===== src/hdl/assert_macros.svh =====
// assertion macros used by the top-level rtl file
`ifndef ASSERT_MACROS_SVH
`define ASSERT_MACROS_SVH

// same-cycle implication, checked out of reset
`define CHK_SAME(label, ante, cons, msg) \
  label: assert property (@(posedge clk) disable iff (rst) (ante) |-> (cons)) \
    else $error(msg);

// next-cycle implication, checked out of reset
`define CHK_NEXT(label, ante, cons, msg) \
  label: assert property (@(posedge clk) disable iff (rst) (ante) |=> (cons)) \
    else $error(msg);

`endif


===== src/hdl/bole_pkg.sv =====
// shared types and codes of the ordered list engine
`timescale 1ns / 1ps
`default_nettype none

package bole_pkg;

  localparam int ACT_W  = 3;
  localparam int DATA_W = 32;
  localparam int POS_W  = 5;
  localparam int ST_W   = 2;

  localparam logic [ACT_W-1:0] ACT_INS_FRONT = 3'd0;
  localparam logic [ACT_W-1:0] ACT_INS_END   = 3'd1;
  localparam logic [ACT_W-1:0] ACT_INS_POS   = 3'd2;
  localparam logic [ACT_W-1:0] ACT_DEL_FRONT = 3'd3;
  localparam logic [ACT_W-1:0] ACT_DEL_END   = 3'd4;
  localparam logic [ACT_W-1:0] ACT_DEL_POS   = 3'd5;
  localparam logic [ACT_W-1:0] ACT_TRAVERSE  = 3'd6;

  localparam logic [ST_W-1:0] ST_OK    = 2'd0;
  localparam logic [ST_W-1:0] ST_EMPTY = 2'd1;
  localparam logic [ST_W-1:0] ST_FULL  = 2'd2;
  localparam logic [ST_W-1:0] ST_RANGE = 2'd3;

  typedef struct packed {
    logic load;
    logic step;
    logic commit;
  } cmd_t;

  typedef struct packed {
    logic more;
    logic pending;
    logic trav;
  } sts_t;

endpackage

`default_nettype wire


===== src/hdl/bounded_ordered_list_engine.sv =====
// top level of the ordered list engine
//
// Command port: drive action, value and position with start high; the
// transfer takes place at a clock edge where start is high and busy is low.
// busy stays high until every result of that command has been shown.
// Results come out on element, status and last, each valid for exactly one
// cycle while strobe is high; the receiver cannot stall, so it must take
// every result in the cycle it appears.
// Insert and delete give one status result. With n elements to move (the
// ones behind the insert or delete point), those moves come first and the
// result is shown when the new length is committed. One element moves per
// cycle through the single read and single write port of the element
// memory. Traverse of a list of length n gives n results on consecutive
// cycles, with last on the final one; an empty list gives one status
// result. Errors leave the list unchanged.
// Reset empties the list and returns the controller to idle.
`timescale 1ns / 1ps
`default_nettype none

`include "assert_macros.svh"

module bounded_ordered_list_engine #(
  parameter int CAPACITY = 16
) (
  input  logic                                clk,
  input  logic                                rst,
  input  logic                                start,
  output logic                                busy,
  input  logic [bole_pkg::ACT_W-1:0]          action,
  input  logic signed [bole_pkg::DATA_W-1:0]  value,
  input  logic [bole_pkg::POS_W-1:0]          position,
  output logic                                strobe,
  output logic signed [bole_pkg::DATA_W-1:0]  element,
  output logic [bole_pkg::ST_W-1:0]           status,
  output logic                                last
);
  import bole_pkg::*;

  cmd_t cmd;
  sts_t sts;

  bole_ctrl u_ctrl (
    .clk   (clk),
    .rst   (rst),
    .start (start),
    .sts   (sts),
    .cmd   (cmd),
    .busy  (busy)
  );

  bole_dp #(
    .CAPACITY (CAPACITY)
  ) u_dp (
    .clk      (clk),
    .rst      (rst),
    .cmd      (cmd),
    .sts      (sts),
    .action   (action),
    .value    (value),
    .position (position),
    .strobe   (strobe),
    .element  (element),
    .status   (status),
    .last     (last)
  );

  `CHK_NEXT(a_accept_busy, start && !busy, busy, "command transfer did not raise busy")
  `CHK_SAME(a_strobe_busy, strobe, busy, "result shown while idle")
  `CHK_NEXT(a_last_gap, strobe && last, !strobe, "result after the final one")
  `CHK_SAME(a_commit_drain, cmd.commit, !sts.pending, "commit while a shift is in flight")

endmodule

`default_nettype wire


===== src/hdl/bole_ctrl.sv =====
// controller state machine of the ordered list engine
`timescale 1ns / 1ps
`default_nettype none

module bole_ctrl (
  input  logic            clk,
  input  logic            rst,
  input  logic            start,
  input  bole_pkg::sts_t  sts,
  output bole_pkg::cmd_t  cmd,
  output logic            busy
);
  import bole_pkg::*;

  typedef enum logic [2:0] {
    S_IDLE   = 3'b001,
    S_WALK   = 3'b010,
    S_FINISH = 3'b100
  } state_t;

  state_t state;
  state_t state_next;

  always_ff @(posedge clk) begin
    if (rst) begin
      state <= S_IDLE;
    end else begin
      state <= state_next;
    end
  end

  always_comb begin
    state_next = state;
    cmd        = '0;
    case (state)
      S_IDLE: begin
        if (start) begin
          cmd.load   = 1'b1;
          state_next = S_WALK;
        end
      end
      S_WALK: begin
        cmd.step = sts.more;
        if (!sts.more && !sts.pending) begin
          state_next = sts.trav ? S_IDLE : S_FINISH;
        end
      end
      S_FINISH: begin
        cmd.commit = 1'b1;
        state_next = S_IDLE;
      end
      default: begin
        state_next = S_IDLE;
      end
    endcase
  end

  assign busy = (state != S_IDLE);

endmodule

`default_nettype wire


===== src/hdl/bole_dp.sv =====
// datapath of the ordered list engine: element memory, count and walk pointer
`timescale 1ns / 1ps
`default_nettype none

module bole_dp #(
  parameter int CAPACITY = 16
) (
  input  logic                                clk,
  input  logic                                rst,
  input  bole_pkg::cmd_t                      cmd,
  output bole_pkg::sts_t                      sts,
  input  logic [bole_pkg::ACT_W-1:0]          action,
  input  logic signed [bole_pkg::DATA_W-1:0]  value,
  input  logic [bole_pkg::POS_W-1:0]          position,
  output logic                                strobe,
  output logic signed [bole_pkg::DATA_W-1:0]  element,
  output logic [bole_pkg::ST_W-1:0]           status,
  output logic                                last
);
  import bole_pkg::*;

  localparam int AW = $clog2(CAPACITY);
  localparam int CW = $clog2(CAPACITY + 1);

  logic signed [DATA_W-1:0] mem [CAPACITY];
  logic signed [DATA_W-1:0] rd_data;
  logic signed [DATA_W-1:0] val;

  logic [CW-1:0]   count;
  logic [CW-1:0]   rem;
  logic [AW-1:0]   rp;
  logic [AW-1:0]   pe;
  logic [AW-1:0]   rd_a;
  logic            rd_v;
  logic            rd_last;
  logic [ST_W-1:0] st;
  logic            ins_op;
  logic            del_op;
  logic            trav_op;

  logic [ST_W-1:0] st_next;
  logic            ins_next;
  logic            del_next;
  logic            trav_next;
  logic [CW-1:0]   pe_next;
  logic [CW-1:0]   rem_next;
  logic [AW-1:0]   rp_next;
  logic [CW-1:0]   pos_c;

  logic                     wr_en;
  logic [AW-1:0]            wr_addr;
  logic signed [DATA_W-1:0] wr_data;

  // decode of the request against the current length
  always_comb begin
    st_next   = ST_OK;
    ins_next  = 1'b0;
    del_next  = 1'b0;
    trav_next = 1'b0;
    pe_next   = '0;
    rem_next  = '0;
    rp_next   = '0;
    pos_c     = (32'(position) > 32'(count)) ? count : CW'(position);
    case (action)
      ACT_INS_FRONT, ACT_INS_END, ACT_INS_POS: begin
        if (count == CW'(CAPACITY)) begin
          st_next = ST_FULL;
        end else begin
          ins_next = 1'b1;
          if (action == ACT_INS_FRONT) begin
            pe_next = '0;
          end else if (action == ACT_INS_END) begin
            pe_next = count;
          end else begin
            pe_next = pos_c;
          end
          rem_next = count - pe_next;
          rp_next  = AW'(count - CW'(1));
        end
      end
      ACT_DEL_FRONT, ACT_DEL_END, ACT_DEL_POS: begin
        if (count == '0) begin
          st_next = ST_EMPTY;
        end else if (action == ACT_DEL_POS && 32'(position) >= 32'(count)) begin
          st_next = ST_RANGE;
        end else begin
          del_next = 1'b1;
          if (action == ACT_DEL_FRONT) begin
            pe_next = '0;
          end else if (action == ACT_DEL_END) begin
            pe_next = count - CW'(1);
          end else begin
            pe_next = CW'(position);
          end
          rem_next = count - CW'(1) - pe_next;
          rp_next  = AW'(pe_next + CW'(1));
        end
      end
      ACT_TRAVERSE: begin
        if (count == '0) begin
          st_next = ST_EMPTY;
        end else begin
          trav_next = 1'b1;
          rem_next  = count;
          rp_next   = '0;
        end
      end
      default: begin
      end
    endcase
  end

  always_ff @(posedge clk) begin
    if (rst) begin
      count   <= '0;
      rem     <= '0;
      rd_v    <= 1'b0;
      ins_op  <= 1'b0;
      del_op  <= 1'b0;
      trav_op <= 1'b0;
    end else begin
      rd_v <= cmd.step;
      if (cmd.load) begin
        rem     <= rem_next;
        ins_op  <= ins_next;
        del_op  <= del_next;
        trav_op <= trav_next;
      end
      if (cmd.step) begin
        rem <= rem - CW'(1);
      end
      if (cmd.commit) begin
        if (ins_op) begin
          count <= count + CW'(1);
        end else if (del_op) begin
          count <= count - CW'(1);
        end
      end
    end
  end

  always_ff @(posedge clk) begin
    if (cmd.load) begin
      st  <= st_next;
      pe  <= AW'(pe_next);
      rp  <= rp_next;
      val <= value;
    end
    if (cmd.step) begin
      rp      <= ins_op ? (rp - AW'(1)) : (rp + AW'(1));
      rd_a    <= rp;
      rd_last <= (rem == CW'(1));
    end
  end

  // shift writes move one element per cycle; for an insert the final write places the new value
  always_comb begin
    wr_en   = (rd_v && (ins_op || del_op)) || (cmd.commit && ins_op);
    wr_addr = pe;
    wr_data = val;
    if (rd_v) begin
      wr_addr = ins_op ? (rd_a + AW'(1)) : (rd_a - AW'(1));
      wr_data = rd_data;
    end
  end

  always_ff @(posedge clk) begin
    if (wr_en) begin
      mem[wr_addr] <= wr_data;
    end
    if (cmd.step) begin
      rd_data <= mem[rp];
    end
  end

  assign sts.more    = (rem != '0);
  assign sts.pending = rd_v;
  assign sts.trav    = trav_op;

  assign strobe  = (rd_v && trav_op) || cmd.commit;
  assign element = (rd_v && trav_op) ? rd_data : '0;
  assign status  = cmd.commit ? st : ST_OK;
  assign last    = cmd.commit || (rd_v && trav_op && rd_last);

endmodule

`default_nettype wire


===== config.mk =====
export PLATFORM = sky130hd
export DESIGN_NAME = bounded_ordered_list_engine
export DESIGN_NICKNAME = d
export VERILOG_FILES = /design/src/hdl/bole_pkg.sv /design/src/hdl/bounded_ordered_list_engine.sv /design/src/hdl/bole_ctrl.sv /design/src/hdl/bole_dp.sv
export VERILOG_INCLUDE_DIRS = /design/src /design/src/hdl
export SDC_FILE = /design/constraint.sdc
export NUM_CORES = 1
export LEC_CHECK = 0
export ABC_AREA = 0
export BUFFER_PORTS_ARGS = -buffer_cell sky130_fd_sc_hd__buf_2
export CAP_MARGIN = 20
export CORE_ASPECT_RATIO = 1.5
export CORE_UTILIZATION = 53
export CTS_CLUSTER_DIAMETER = 100
export DETAILED_ROUTE_END_ITERATION = 8
export GPL_TIMING_DRIVEN = 0
export PLACE_DENSITY = 0.72
export SLEW_MARGIN = 40
export SYNTH_ARGS = -nofsm -noshare
export SYNTH_HDL_FRONTEND = slang
export SYNTH_SLANG_ARGS = --single-unit

===== constraint.sdc =====
create_clock -name clk -period 4.2 [get_ports clk]
set_clock_uncertainty 0.15 [all_clocks]
set_input_delay 0.21 -clock clk [delete_from_list [all_inputs] [get_ports clk]]
set_output_delay 0.21 -clock clk [all_outputs]
set_load 0.02 [all_outputs]

# Word level (Yosys, flattened, before mapping)
# Memory sizes are Yosys's and may differ from the RTL's. A register that Yosys moved wholly into a read port is not among the register bits.
# Index checks and enable logic that the tools add are counted.
[word_totals]
output_inout_bits = 37
ff_bits = 64
ram_bits = 512
word_cells = 118
mem_bits_ro = 0
memories = 1
inputBits = 43
latch_bits = 0
[mem_list]
columns = ["memory", "words", "width", "rd", "rd_ports_with_merged_regs", "wr", "line_no", "text"]
rows = [
  ["u_dp.mem", 16, 32, 1, 1, 1, "bole_dp.sv:25", "logic signed [DATA_W-1:0] mem [CAPACITY];"],
]
[classes]
shifts = 0
order_cmp = 2
div_mod_pow = 0
eq_ne = 14
reduce_logical = 21
n_bitwise = 0
mux = 57
mul = 0
add_sub_neg = 10
[ops]
columns = ["op", "n"]
rows = [
  ["5-bit two-way mux", 18],
  ["32-bit two-way mux", 2],
  ["4-bit two-way mux", 11],
  ["4-bit case mux with 2 select lines", 2],
  ["5-bit case mux with 3 select lines", 1],
  ["1-bit two-way mux", 14],
  ["4-bit by 1-bit adder with 4-bit output (second input constant)", 3],
  ["3-bit equality test (second input constant)", 4],
  ["5-bit by 1-bit subtractor with 5-bit output (second input constant)", 2],
  ["5-bit subtractor", 2],
  ["3-bit by 2-bit equality test with 1-bit output (second input constant)", 3],
  ["3-bit two-way mux", 3],
  ["2-bit two-way mux", 4],
  ["4-bit by 1-bit subtractor with 4-bit output (second input constant)", 2],
  ["3-bit by 1-bit equality test with 1-bit output (second input constant)", 2],
  ["1-bit logical AND", 6],
  ["2-bit case mux with 3 select lines", 1],
  ["3-bit case mux with 2 select lines", 1],
  ["3-bit OR reduction", 2],
  ["5-bit by 1-bit adder with 5-bit output (second input constant)", 1],
  ["5-bit by 1-bit equality test with 1-bit output (second input constant)", 1],
  ["5-bit equality test (second input constant)", 1],
  ["5-bit greater-or-equal comparator", 1],
  ["5-bit greater-than comparator", 1],
  ["other kinds (10)", 16],
]

# Logic depth before layout (Yosys ltp)
[logic_depth]
ltp_word = 12
ltp_mapped = 17

# By module
# From an unflattened synthesis, not the netlist that was laid out.
[hier_totals]
cells_unflattened = 1198
area_unflattened_um2 = 24593.6
[modules_own_cells]
columns = ["mod", "seq_area_each_um2", "area_each_um2", "cells_each", "instances"]
rows = [
  ["bole_dp", 18027.3, 24442.2, 1182, 1],
  ["bole_ctrl", 60.1, 151.4, 16, 1],
]

# Worst setup path after synthesis
# Ideal clock, no wire load.
[synth_path]
kind = "register to register"
start = "reg u_dp.ins_op"
end = "mem u_dp.mem[5][0], enable pin"
slack_ns = 0.233
path_stages_with_launch = 9
period_less_slack_ns = 3.967
setup_ns = 0.421
path_buffers = 1
arrival_time_ns = 3.396
cell_sequence = "dfxtp_1 clkbuf_1 inv_1 fa_1 inv_1 a22o_1 a21oi_1 or2_2 nor2_1"
[synth_via]
elab_chain_cells = 5
word_cells_on_any_way = 8
cone_classes = "mux (4); reduce/logical (4)"
[synth_rtl]
columns = ["item", "line_no", "text"]
rows = [
  ["start, declared", "bole_dp.sv:37", "logic ins_op;"],
  ["start signal, assigned", "bole_dp.sv:125", "ins_op <= ins_next;"],
  ["1-bit logical OR", "bole_dp.sv:158", "wr_en = (rd_v && (ins_op || del_op)) || (cmd.commit && ins_op);"],
  ["1-bit logical AND", "bole_dp.sv:158", ""],
  ["1-bit logical OR", "bole_dp.sv:158", ""],
  ["1-bit two-way mux", "bole_dp.sv:168", "if (wr_en) begin"],
  ["1-bit two-way mux (not written as such)", "bole_dp.sv:169", "mem[wr_addr] <= wr_data;"],
  ["end, declared", "bole_dp.sv:25", ""],
]
# Parallel ways exist; a longest one is shown, timed or not.

# Worst setup path after layout
[layout_path]
start = "reg u_dp.count[3]"
end = "reg u_dp.rem[4]"
[layout_via]
elab_chain_cells = 12
word_cells_on_any_way = 25
cone_classes = "add/sub (3); order compare (2); eq/ne (1); mux (17); reduce/logical (2)"
[layout_rtl]
columns = ["item", "line_no", "text"]
rows = [
  ["start, declared", "bole_dp.sv:29", "logic [CW-1:0] count;"],
  ["start signal, assigned", "bole_dp.sv:134", "count <= count + CW'(1);"],
  ["start signal, assigned", "bole_dp.sv:136", "count <= count - CW'(1);"],
  ["5-bit by 1-bit subtractor with 5-bit output", "--", ""],
  ["5-bit two-way mux", "bole_dp.sv:90", "end else if (action == ACT_DEL_END) begin"],
  ["5-bit two-way mux", "bole_dp.sv:88", "if (action == ACT_DEL_FRONT) begin"],
  ["5-bit two-way mux", "bole_dp.sv:84", "end else if (action == ACT_DEL_POS && 32'(position) >= 32'(count)) begin"],
  ["5-bit two-way mux", "bole_dp.sv:82", "if (count == '0) begin"],
  ["5-bit two-way mux", "bole_dp.sv:64", "case (action)"],
  ["5-bit subtractor", "bole_dp.sv:95", "rem_next = count - CW'(1) - pe_next;"],
  ["5-bit two-way mux", "bole_dp.sv:84", ""],
  ["5-bit two-way mux", "bole_dp.sv:82", ""],
  ["5-bit case mux with 3 select lines (*)", "bole_dp.sv:64", ""],
  ["5-bit two-way mux (*)", "bole_dp.sv:123", "if (cmd.load) begin"],
  ["5-bit two-way mux (*)", "bole_dp.sv:129", "if (cmd.step) begin"],
  ["end signal, assigned", "bole_dp.sv:124", "rem <= rem_next;"],
  ["end signal, assigned", "bole_dp.sv:130", "rem <= rem - CW'(1);"],
  ["end, declared", "bole_dp.sv:30", "logic [CW-1:0] rem;"],
]
# Every way passes the cells marked *; elsewhere a longest branch is shown, timed or not. The select of a mux whose other input is x is not followed.
# A chain may end at the register's enable or synchronous reset.

==> results.md <==
Status:
- The flow ran to the end, and the final reports show no timing, DRC or antenna violations.

Floorplan:
- In this run the horizontal extent of the chip is 178 um.
- In this run the count of I/O pins placed on the die edge is 80.
- The vertical die dimension is between 200 and 300 um.
- The die covers 0.0471 mm2.
- The number of core rows is 96.
- The initial utilization of the core area, before any placement, comes to 0.537.
- The area inside the core boundary is 0.0456 mm2.

Critical path:
- The worst register-to-register path begins at u_dp.count[3].
- The setup check on the worst reg-to-reg path leaves a slack of 190 ps.
- The worst setup path is of the register to register kind.
- The critical path startpoint category is a register.
- STA puts the critical path data required time at 4520 ps.
- The capture instance of the worst register-to-register path is u_dp.rem[4].
- The number of cells on the worst reg-to-reg path is 17.
- The top fanout value on the critical path is 7.
- The worst path arrival time is between 4000 and 5000 ps.
- The worst setup path is captured at a register.

Pwr:
- In this run the static leakage power is 0.00949 uW.
- The areal power density over the cells is 436 mW/mm2.
- The share of total power in the clock network is 0.389.
- Internal power comes to 9860 uW.
- Of the total power, the share spent switching nets is 0.214.
- Summed over all nets, the switching power comes to about 2700 uW.
- Of the total power, combinational logic draws 0.072.
- The design draws 12500 uW.
- Of the total power, registers draw 0.539.
- The worst-case IR drop observed on VDD is 309 uV.

Routing:
- After detailed routing, the average wire length per cell comes to 29.4 um.
- After detailed routing, the number of vias per cell comes to 6.30.
- The initial detailed-routing violation count is 1401.
- The number of design rule violations left after detail routing is 0.
- For this block, the via count after detailed routing is 12800.
- The final wirelength is between 50 and 60 mm.
- The count of nets left with antenna violations once routing finished came out at 0.
- The first TritonRoute pass finished after 7 iterations.

Synth:
- The post-synthesis instance area is 0.0245 mm2.
- The post-synthesis share of cell area spent on full adders, half adders and majority gates is 0.0150.
- Synthesis inferred 608 register bits.
- Measured against the total synthesized area, the mux share comes to 0.165.
- By area the synthesized netlist is led by sky130_fd_sc_hd__edfxtp_1 72%, sky130_fd_sc_hd__mux4_2 15%, sky130_fd_sc_hd__mux2_2 1.5%.
- For this run, the register share of the synthesized area comes to 0.738.
- The number of flops mapped to enable cells by yosys is slightly below 600.
- The biggest area contributor in the post-synthesis netlist is sky130_fd_sc_hd__edfxtp_1.
- sky130_fd_sc_hd__edfxtp_1 is the most common cell in the netlist.
- The fraction of the mapped netlist area in compound gates is 0.0253.
- The most used flip-flop cell after synthesis is sky130_fd_sc_hd__edfxtp_1.
- The share of synthesized registers carrying an async set or reset is 0.
- The number of distinct library cells after synthesis is 63.
- The average instance in the mapped netlist occupies 20.5 um2.
- The dominant combinational cell family by area after synthesis is multiplexers.
- Of the total synthesized cell area, the portion taken by XOR and XNOR cells is 0.00679.
- The cell count after synthesis came out at 1194.
- The synthesis warning total is 0.
- The simple-gate portion of the synthesized area is 0.0343.
- The total nets after synthesis is 1264.
- The area share of the largest cell type after synthesis is 0.724.
- By count the netlist is led by 591 x sky130_fd_sc_hd__edfxtp_1, 160 x sky130_fd_sc_hd__mux4_2, 46 x sky130_fd_sc_hd__nor2_1, 34 x sky130_fd_sc_hd__and3_1, 34 x sky130_fd_sc_hd__nand2_1.

Hold path:
- The worst hold path depth is 6.
- The path type of the worst min-delay path is input pin to register.
- The path with the worst hold slack has its endpoint at u_dp.rem[4].
- The start point of the worst hold path is position[4].

Global route:
- For met3 alone, demand over resource in global routing was 0.0299.
- For this run, the total global-route usage over all layers was measured as 0.261.
- The routing usage on met1 is 0.336.
- The most used routing layer in global routing is met2.
- Global routing finished with a remaining overflow of 0.
- The initial antenna violation count is 0.
- The first-pass GRT wire length is 86.7 mm.
- For met2 alone, demand over resource in global routing was 0.456.
- The pin count of the biggest net entering global routing is 44.
- The number of global-route vias before repair is 13200.

Clock network:
- The CTS tree is yes.
- In this run, CTS created clock tree buffers numbering 52.
- The clock drives 608 sinks.
- The root buffer cell chosen for the clock tree is sky130_fd_sc_hd__clkbuf_16.
- In this run the deepest clock path goes through 3 buffers.
- Clock-pin slew was measured on the worst setup and hold paths at 70 ps.
- The clock insertion delay at the later pin of the skew report is 580 ps.
- The H-tree was split into 2 levels.

Timing:
- The relative max-transition margin is 0.408.
- Dividing the final minimum period by the clock period gives 0.954.
- Setup repair after global routing could not meet its margin everywhere.
- Setup violations remaining at the end of the flow were counted as 0.
- The sum of negative setup slack is 0 ps.
- The fmax is between 200 and 250 MHz.
- For the pin with the worst max-slew slack, the measured transition is 887 ps.
- The number of failing hold endpoints at the final stage is 0.
- After layout, the worst setup slack is roughly 190 ps.
- The max-slew violation total from the final report came to 0.
- Subtracting the final worst setup slack from the clock period gives 4010 ps.

Cells and area:
- At the end of the flow, the number of nets in the layout was 1466.
- The area added between synthesis and finish is 17.2%.
- In the final layout, flip-flops and latches occupy between 0.015 and 0.02 mm2.
- The filler cell count in the final layout is 3071.
- The filler-free cell count of the finished design is about 2000.
- The count of antenna diodes in the layout is 0.
- The area of the multi-input gates is 0.00619 mm2.
- The share of final-layout standard cells stronger than drive strength 1 is 0.317.

Placement:
- The congestion estimate from routability-driven global placement came to 0.921.
- In this run the tool buffered the top-level ports with 77 buffer cells.
- The post-placement cell count is roughly 1900.
- The HPWL after detailed placement is 37.4 mm.
- The worst slack at placement is 122 ps.

Flow run:
- Across the run, the number of max-cap violations was 0.
sequential cells by signal, summed over array words and instances (netlist names), 2 cells and up:
name,cells
u_dp.rd_a,4
u_dp.pe,4
u_dp.mem,512
u_dp.val,32
u_dp.rem,5
u_dp.st,2
u_ctrl.state,3
u_dp.count,5
u_dp.rp,4
u_dp.rd_data,32
through the flow:
stage	hold WS [ps]	instance area, um2	util
2_1_floorplan	159	24500	-
3_3_place_gp	236	25600	0.562
3_5_place_dp	238	26700	0.584
4_1_cts	66.5	28700	0.629
5_1_grt	131	28700	0.630
6_report	98.9	28700	0.630
timing repair:
action                                  4_1_cts  5_1_grt
endpoints found under the setup margin        0       89
setup buffers                                 0        0
hold endpoints to repair                     38        0
gates resized for setup                       0        7
hold buffers                                 33        0
per-layer routing:
layer | part of all wire | vias up
li1 | - | 5336
met1 | 0.37 | 6623
met2 | 0.53 | 650
met3 | 0.067 | 143
met4 | 0.038 | 0
met5 | 0 | -
cells by family after synthesis:
logic type,count (synthesis)
AND/OR/NAND/NOR,164
AO/OA/AOI/OAI,91
flip-flops,608
XOR/XNOR,19
buffers and inverters,84
adder cells (fa/ha/maj),27
multiplexers,201
worst max path at each step:
stage                  startpoint                to  slack [ps]  cells past startpoint
CTS                 u_dp.count[3]       u_dp.rem[4]          80                     17
finish              u_dp.count[3]       u_dp.rem[4]         190                     17
floorplan             u_dp.ins_op    u_dp.mem[5][0]         230                      8
detailed placement  u_dp.count[3]       u_dp.rem[4]         120                     17
global route        u_dp.count[3]       u_dp.rem[4]         -20                     17
global placement      u_dp.ins_op  u_dp.mem[13][18]       -1940                      8
area by class of cell:
class                      count  area share
sequential                   608       0.629
tap                          588      0.0256
buffer                        62      0.0111
multi-input combinational    502       0.215
inverter                      22     0.00305
timing repair buffer         148      0.0558
clock inverter                34      0.0118
clock buffer                  61      0.0479
cells in the final DEF, fill, tap and decap left out, types with 4 or more instances in the layout:
| cell | instances |
|---|---|
| sky130_fd_sc_hd__inv_1 | 19 |
| sky130_fd_sc_hd__dlygate4sd3_1 | 33 |
| sky130_fd_sc_hd__buf_16 | 26 |
| sky130_fd_sc_hd__a21oi_1 | 24 |
| sky130_fd_sc_hd__and2_1 | 5 |
| sky130_fd_sc_hd__o21ai_1 | 10 |
| sky130_fd_sc_hd__clkinvlp_4 | 5 |
| sky130_fd_sc_hd__fa_1 | 4 |
| sky130_fd_sc_hd__buf_2 | 90 |
| sky130_fd_sc_hd__buf_1 | 5 |
| sky130_fd_sc_hd__nor2b_1 | 5 |
| sky130_fd_sc_hd__mux4_2 | 160 |
| sky130_fd_sc_hd__edfxtp_1 | 591 |
| sky130_fd_sc_hd__bufinv_16 | 6 |
| sky130_fd_sc_hd__nor2_4 | 16 |
| sky130_fd_sc_hd__nor3_1 | 8 |
| sky130_fd_sc_hd__buf_8 | 11 |
| sky130_fd_sc_hd__xor2_1 | 8 |
| sky130_fd_sc_hd__buf_4 | 10 |
| sky130_fd_sc_hd__mux2i_1 | 7 |
| sky130_fd_sc_hd__o22ai_1 | 4 |
| sky130_fd_sc_hd__clkbuf_2 | 14 |
| sky130_fd_sc_hd__nand3_1 | 7 |
| sky130_fd_sc_hd__nand2b_1 | 5 |
| sky130_fd_sc_hd__clkinv_2 | 7 |
| sky130_fd_sc_hd__mux2_2 | 33 |
| sky130_fd_sc_hd__clkbuf_1 | 25 |
| sky130_fd_sc_hd__clkbuf_16 | 54 |
| sky130_fd_sc_hd__nor2_1 | 30 |
| sky130_fd_sc_hd__nand2_1 | 34 |
| sky130_fd_sc_hd__dfxtp_1 | 16 |
| sky130_fd_sc_hd__clkinv_1 | 13 |
| sky130_fd_sc_hd__and3_1 | 34 |
| sky130_fd_sc_hd__xnor2_1 | 11 |
| sky130_fd_sc_hd__a21o_1 | 12 |
| sky130_fd_sc_hd__ha_1 | 23 |
| sky130_fd_sc_hd__o21ai_0 | 7 |
power groups by stage:
stage | logic (uW) | clock network [uW] | registers (uW)
floorplan | 613 | 0 | 6880
global placement | 839 | 0 | 6890
detailed placement | 875 | 0 | 6900
CTS | 906 | 4930 | 6760
global route | 962 | 5140 | 6760
finish | 902 | 4870 | 6760
worst max-delay path, cell delays in order, from the launching register on:
cell and delay [ps]:
sky130_fd_sc_hd__dfxtp_1 340, sky130_fd_sc_hd__clkbuf_4 210, sky130_fd_sc_hd__inv_1 90, sky130_fd_sc_hd__ha_1 300, sky130_fd_sc_hd__and3_1 200, sky130_fd_sc_hd__o21ai_1 140
sky130_fd_sc_hd__nand2_1 130, sky130_fd_sc_hd__a21boi_4 230, sky130_fd_sc_hd__mux2i_2 310, sky130_fd_sc_hd__nor2_1 70, sky130_fd_sc_hd__ha_1 240, sky130_fd_sc_hd__fa_1 450
sky130_fd_sc_hd__nor2b_1 130, sky130_fd_sc_hd__o21a_1 160, sky130_fd_sc_hd__nor2_1 50, sky130_fd_sc_hd__nor4_1 190, sky130_fd_sc_hd__nor3_1 140, sky130_fd_sc_hd__a2111oi_2 360
Power figures use the tool's default switching activity.
